### config.mk
export PLATFORM = sky130hd
export DESIGN_NAME = hslw_cordic
export DESIGN_NICKNAME = d
export VERILOG_FILES = /design/src/sv/hslw_pkg.sv /design/src/sv/hslw_cordic.sv
export SDC_FILE = /design/constraint.sdc
export NUM_CORES = 2
export LEC_CHECK = 0
export BUFFER_PORTS_ARGS = -buffer_cell sky130_fd_sc_hd__buf_4
export CORE_MARGIN = 2
export CORE_UTILIZATION = 35
export CTS_CLUSTER_SIZE = 20
export DETAILED_ROUTE_END_ITERATION = 8
export PLACE_DENSITY = 0.56
export SYNTH_ARGS = -nofsm -noshare
export SYNTH_HDL_FRONTEND = slang
export SYNTH_SLANG_ARGS = --single-unit
### constraint.sdc
create_clock -name i_clk -period 9.3 [get_ports i_clk]
set_clock_uncertainty 0.2 [all_clocks]
set_input_delay 1.395 -clock i_clk [delete_from_list [all_inputs] [get_ports i_clk]]
set_output_delay 1.395 -clock i_clk [all_outputs]
set_load 0.005 [all_outputs]
### src/sv/hslw_pkg.sv
// Shared types and constants for the HSL color wheel pixel pipeline.
// Holds the CORDIC arctangent table, the CORDIC gain constant and the control struct.
// No dependencies.
package hslw_pkg;

    // Number of CORDIC micro-rotations, one pipeline stage each
    localparam int CORDIC_STEPS = 16;

    // atan(2^-i) in units of 2^-32 turn
    localparam logic [31:0] ATAN_TURNS [CORDIC_STEPS] = '{
        32'h2000_0000, 32'h12E4_051D, 32'h09FB_385B, 32'h0511_11D4,
        32'h028B_0D43, 32'h0145_D7E1, 32'h00A2_F61E, 32'h0051_7C55,
        32'h0028_BE53, 32'h0014_5F2E, 32'h000A_2F98, 32'h0005_17CC,
        32'h0002_8BE6, 32'h0001_45F3, 32'h0000_A2F9, 32'h0000_517C
    };

    // 1/K of the CORDIC gain in Q32
    localparam logic [31:0] INV_GAIN_Q32 = 32'd2608131496;

    // Half a turn, start angle for the left half plane
    localparam logic [31:0] HALF_TURN = 32'h8000_0000;

    // Saturation of radius over wheel radius, 1.0 in Q16
    localparam logic [16:0] SAT_ONE = 17'h1_0000;

    // Channel limits
    localparam logic [7:0] CHAN_MAX = 8'd255;

    // Control that travels with each pipeline stage
    typedef struct packed {
        logic valid;
        logic in_wheel;
    } t_hslw_ctl;

endpackage

### src/sv/hslw_cordic.sv
// Pipelined vectoring CORDIC, one micro-rotation per register stage.
// Returns the scaled magnitude and the angle in turns modulo 2^32.
// Depends on hslw_pkg.
module hslw_cordic #(
    parameter int XY_W = 27
) (
    input  logic                    i_clk,
    input  logic                    i_rst_n,
    input  logic                    i_en,
    input  hslw_pkg::t_hslw_ctl     i_ctl,
    input  logic signed [XY_W-1:0]  i_x,
    input  logic signed [XY_W-1:0]  i_y,
    input  logic [31:0]             i_z,
    output hslw_pkg::t_hslw_ctl     o_ctl,
    output logic signed [XY_W-1:0]  o_x,
    output logic [31:0]             o_z
);
    import hslw_pkg::*;

    t_hslw_ctl               r_ctl [CORDIC_STEPS];
    logic signed [XY_W-1:0]  r_x   [CORDIC_STEPS];
    logic signed [XY_W-1:0]  r_y   [CORDIC_STEPS];
    logic [31:0]             r_z   [CORDIC_STEPS];

    for (genvar s = 0; s < CORDIC_STEPS; s++) begin : g_step
        t_hslw_ctl              c_in;
        logic signed [XY_W-1:0] x_in;
        logic signed [XY_W-1:0] y_in;
        logic [31:0]            z_in;
        logic signed [XY_W-1:0] n_x;
        logic signed [XY_W-1:0] n_y;
        logic [31:0]            n_z;

        if (s == 0) begin : g_first
            assign c_in = i_ctl;
            assign x_in = i_x;
            assign y_in = i_y;
            assign z_in = i_z;
        end else begin : g_next
            assign c_in = r_ctl[s-1];
            assign x_in = r_x[s-1];
            assign y_in = r_y[s-1];
            assign z_in = r_z[s-1];
        end

        // rotate toward the x axis, direction from the sign of y
        always_comb begin
            if (!y_in[XY_W-1]) begin
                n_x = x_in + (y_in >>> s);
                n_y = y_in - (x_in >>> s);
                n_z = z_in + ATAN_TURNS[s];
            end else begin
                n_x = x_in - (y_in >>> s);
                n_y = y_in + (x_in >>> s);
                n_z = z_in - ATAN_TURNS[s];
            end
        end

        always_ff @(posedge i_clk) begin
            if (!i_rst_n) begin
                r_ctl[s] <= '0;
            end else if (i_en) begin
                r_ctl[s] <= c_in;
            end
        end

        always_ff @(posedge i_clk) begin
            if (i_en) begin
                r_x[s] <= n_x;
                r_y[s] <= n_y;
                r_z[s] <= n_z;
            end
        end
    end

    assign o_ctl = r_ctl[CORDIC_STEPS-1];
    assign o_x   = r_x[CORDIC_STEPS-1];
    assign o_z   = r_z[CORDIC_STEPS-1];

endmodule

### After elaboration in Yosys (flattened, before gate mapping)

Memory sizes are Yosys's and may differ from the RTL's.
Index checks and enable logic that the tools add are counted.

* register bits after elaboration: 0
* memories: 4
* RAM bits: 1408
* bits of input ports: 91

Memory list
* r_z: words 16, width 32, rd ports 16, clocked after memory_dff 0, write ports 16, RTL line hslw_cordic.sv:23 `logic [31:0] r_z [CORDIC_STEPS];`
* r_x: words 16, width 27, rd ports 16, clocked after memory_dff 0, write ports 16, RTL line hslw_cordic.sv:21 `logic signed [XY_W-1:0] r_x [CORDIC_STEPS];`
* r_y: words 16, width 27, rd ports 15, clocked after memory_dff 0, write ports 16, RTL line hslw_cordic.sv:22 `logic signed [XY_W-1:0] r_y [CORDIC_STEPS];`
* r_ctl: words 16, width 2, rd ports 16, clocked after memory_dff 0, write ports 16, RTL line hslw_cordic.sv:20 `t_hslw_ctl r_ctl [CORDIC_STEPS];`

* mux-type cells: 69
* bitwise operators: 16
* $add $sub $neg: 95

Operators with widths (number)
* 27-bit two-way mux: 32
* 32-bit two-way mux: 16
* 27-bit by 12-bit adder with 27-bit output: 2
* 27-bit by 13-bit adder with 27-bit output: 2
* 27-bit by 14-bit adder with 27-bit output: 2
* 27-bit by 15-bit adder with 27-bit output: 2
* 27-bit by 16-bit adder with 27-bit output: 2
* 27-bit by 17-bit adder with 27-bit output: 2
* 27-bit by 18-bit adder with 27-bit output: 2
* 27-bit by 19-bit adder with 27-bit output: 2
* 27-bit by 20-bit adder with 27-bit output: 2
* 27-bit by 21-bit adder with 27-bit output: 2
* 27-bit by 22-bit adder with 27-bit output: 2
* 27-bit by 23-bit adder with 27-bit output: 2
* 27-bit by 24-bit adder with 27-bit output: 2
* 27-bit by 25-bit adder with 27-bit output: 2
* 27-bit by 26-bit adder with 27-bit output: 2
* 27-bit by 12-bit subtractor with 27-bit output: 2
* 27-bit by 13-bit subtractor with 27-bit output: 2
* 27-bit by 14-bit subtractor with 27-bit output: 2
* 27-bit by 15-bit subtractor with 27-bit output: 2
* 27-bit by 16-bit subtractor with 27-bit output: 2
* 27-bit by 17-bit subtractor with 27-bit output: 2
* 27-bit by 18-bit subtractor with 27-bit output: 2
* 45 further kinds: 88

### Longest topological paths before layout

* depth in word-level cells: 4
* gate-level depth with buffers: 20
* gate-level depth less buffers: 20

### Worst setup path before layout

OpenSTA, ideal clock, no wires.

* kind: reg2reg
* from: memory r_y[11][26], in the netlist r_y[1][107]
* to: memory r_y[12][26], in the netlist r_y[1][134] (data pin)
* clock period less this slack: 4.596 ns
* stages on the path, launching flop included: 16
* data arrival time: 4.138 ns
* setup time: 0.258 ns
* required time: 8.842 ns
* path slack: 4.704 ns
* path through: edfxtp_1 > clkbuf_1 > buf_1 > mux2_2 > fa_1 > a21o_1 > a211oi_1 > o21bai_1 > o31ai_2 > o21ai_1 > o41ai_2 > o21a_1 > o21ai_1 > a221o_1 > a21oi_1 > xnor2_1

RTL lines (RTL line)
* start: declaration: hslw_cordic.sv:22

==> impl_summary.log <==
INFO  metric fp.coreArea = around 0.32 mm^2
INFO  metric area_growth = 10.4%
INFO  metric grt_pass1_wl = about 420 mm
INFO  metric cts_hold_repair.buffers = 0
INFO  metric net_total_in_the_final_layout = 13338
INFO  metric synth_warnings = 0
INFO  metric cts_buffers = between 150 and 200
INFO  metric flip_flop_cell_with_the_highest_count_after_synthesis = edfxtp_1
INFO  metric synth_cell_types = 99
INFO  metric place.detailed.hpwl = just over 200 mm
INFO  metric max_cap_viol_count = 0
INFO  metric critical_path_required = ~9.7 ns
INFO  metric netlist_area = roughly 0.11 mm^2
INFO  metric criticalPathCategory = reg -> reg
INFO  metric cts-root-to-sink-buffers = 4
INFO  metric critPathArrivalTime = 5.48 ns
INFO  metric cts_setup_buffers = 0
INFO  metric synthTopCellsByCount = edfxtp_1, ha_1, a21oi_1, nor2_1, xnor2_1
INFO  metric drt-total-wl = around 260 mm
INFO  metric floorplan.initialDensity = a little over a third
INFO  metric critical_path.endpoint_type = flop
INFO  metric crit_path_max_fanout = 8
INFO  metric clkSinkCount = approximately 1400
INFO  metric drt-pass1-iter-count = 6
INFO  metric layout-drive-gt1-share = 4.66%
INFO  metric clk_transition_reported_paths = roughly 0.06 ns
INFO  metric drc = 0
INFO  metric antenna_found_initial = 1
INFO  metric clock_tree_from_tritoncts = yes
INFO  metric yosys.cell_count.top_type = edfxtp_1
INFO  metric grt.total_usage = between 10% and 20%
INFO  metric async_reset_ff_share = 0%
INFO  metric post_drt_wl_per_cell = ~16 um
INFO  metric grt_pass1_vias = 80562
INFO  metric replace_congestion = 0.873
INFO  metric synth.ff_latch_count = between 1000 and 1500
INFO  metric number_of_enable_type_register_cells_in_the_synthesized_netlist = around 1400
INFO  metric synth_area_leader = edfxtp_1
INFO  metric die_height = ~570 um
INFO  metric run_status = finished, final reports clean
INFO  metric detail_route.vias_per_cell = 5.13
INFO  metric utilization = about two fifths
INFO  metric post_cts_resize_count = 0
INFO  metric synthesis.instances = approximately 12000
INFO  metric fin_tns_setup = 0 ns
INFO  metric cts_max_level = 4
INFO  metric finalSetupViolations = 0
INFO  metric dieArea = between 0.3 and 0.4 mm^2
INFO  metric cts.root.buffer_cell = clkbuf_16
INFO  metric fmaxAchievable = around 0.2 GHz
INFO  metric cell_rows = 208
INFO  metric worstSkewPairLatency = 0.85 ns
INFO  metric port_buffers = 151
INFO  metric die_x = 572 um
INFO  metric boundaryPins = between 150 and 200
INFO  metric ys_seq_area_share = a little over a third
INFO  metric place_inst = about 16000
INFO  metric dr_total_vias = approximately 83000
INFO  metric synth_top_cell_area_share = between 30% and 40%
INFO  metric post-route-min-period = 5.08 ns
INFO  metric slew_headroom = between 20 and 25%
INFO  metric grt_setup_unrepaired = false
INFO  metric avgSynthCellArea = 9.68 um^2
INFO  metric period_share = 54.6%
INFO  metric syn_nets = ~13000
INFO  metric grt.overflow.total = 0
INFO  metric hold_path.class = reg -> reg
INFO  metric yosys-top-cells-area = edfxtp_1, ha_1, xnor2_1
INFO  metric hold_violations = 0
INFO  metric maximum_number_of_pins_on_one_net_before_global_route_repair = about 180
INFO  metric final-max-slew-violation-count = 0
INFO  metric detail_route.iter0.violations = about 4400
INFO  metric worstMarginPinSlew = between 1 and 1.5 ns
INFO  metric layoutNonFillerInstCount = approximately 16000
INFO  metric worst_setup_path_start_kind = flop
INFO  metric ant_nets = 0
==> final timing paths <==
kind / from / to / slack [ns] / depth (start not counted)
min: r_z[2][32] / r_z[3][0] / 0.21 / 0
max: r_y[0][119] / r_x[0][161] / 4.22 / 16
min reg2reg: r_z[2][32] / r_z[3][0] / 0.21 / 0
max reg2reg: r_y[0][119] / r_x[0][161] / 4.22 / 16
==> registers in the layout, indices dropped and copies added (netlist names) <==
signal  count
r_z       512
r_x       432
r_y       389
r_ctl      32
==> critical path: stages (launching register included) <==
cell and delay, ns:
edfxtp_1 0.45, or4_1 0.57, or4_1 0.48, nor3b_1 0.37
a21oi_1 0.14, xnor2_1 0.17, ha_1 0.38, a21oi_1 0.16
o21ai_0 0.15, a2111o_1 0.37, o221ai_1 0.21, o21ai_1 0.19
o41ai_2 0.32, o21ai_1 0.20, a221oi_1 0.27, o21bai_1 0.10
xnor2_1 0.12
==> cell type report <==
cell class              instances  area (um^2)
clock buffers                 206         4560
flip-flops and latches       1365        41000
inverters                     547         2050
well taps                    4305         5390
multi-input cells            9565        69100
diodes                          1         2.50
fillers                     31913       196000
clock inverters               101          960
repair buffers                194         1550
==> through the flow <==
stage                     hold slack (ns)  instance area, um^2  setup slack [ns]
after floorplan                     0.200               113000              4.70
after global placement              0.203               119000              4.23
after detailed placement            0.206               119000              4.19
after CTS                           0.212               125000              4.21
after global routing                0.223               125000              3.77
final                               0.211               125000              4.22
==> cell families after synthesis <==
| family | count (synthesis) | share of synthesized area [%] |
|---|---|---|
| adders and majority gates | 1400 | 15.8 |
| muxes | 50 | 0.461 |
| AOI/OAI and AO/OA | 3420 | 19.3 |
| buffers and inverters | 731 | 2.44 |
| and+or+nand+nor | 3090 | 13.2 |
| DFF | 1365 | 36.3 |
| xor gates and xnor gates | 1605 | 12.5 |
==> cells in the final DEF, fill, tap and decap left out, drive strengths merged, types with 27 or more instances in the layout <==
master / count
a211oi: 97
a21boi: 35
a21o: 568
a21oi: 1231
a31oi: 128
a41oi: 27
and2: 61
and3: 161
buf: 194
clkbuf: 206
clkinv: 79
edfxtp: 1365
fa: 47
ha: 1353
inv: 548
mux2i: 34
nand2: 521
nand2b: 197
nand3: 208
nand4: 95
nor2: 1101
nor2b: 201
nor3: 278
nor4: 74
o211ai: 43
o21a: 181
o21ai: 585
o21bai: 154
o31a: 27
o31ai: 52
o41ai: 44
or3: 62
or4: 27
xnor2: 1069
xor2: 536
==> per-layer routing <==
layer  up-vias  global-route usage [%]  wire length, um
li1      43450                       -                -
met3       454                    1.79             8630
met1     38273                    18.9           116000
met4         0                    5.42             9070
met2      1283                    28.3           128000
met5         -                       0                0
Power is left out: the tool's default activity adds up to more than one toggle a clock period on the data nets, which glitch-free logic cannot reach.
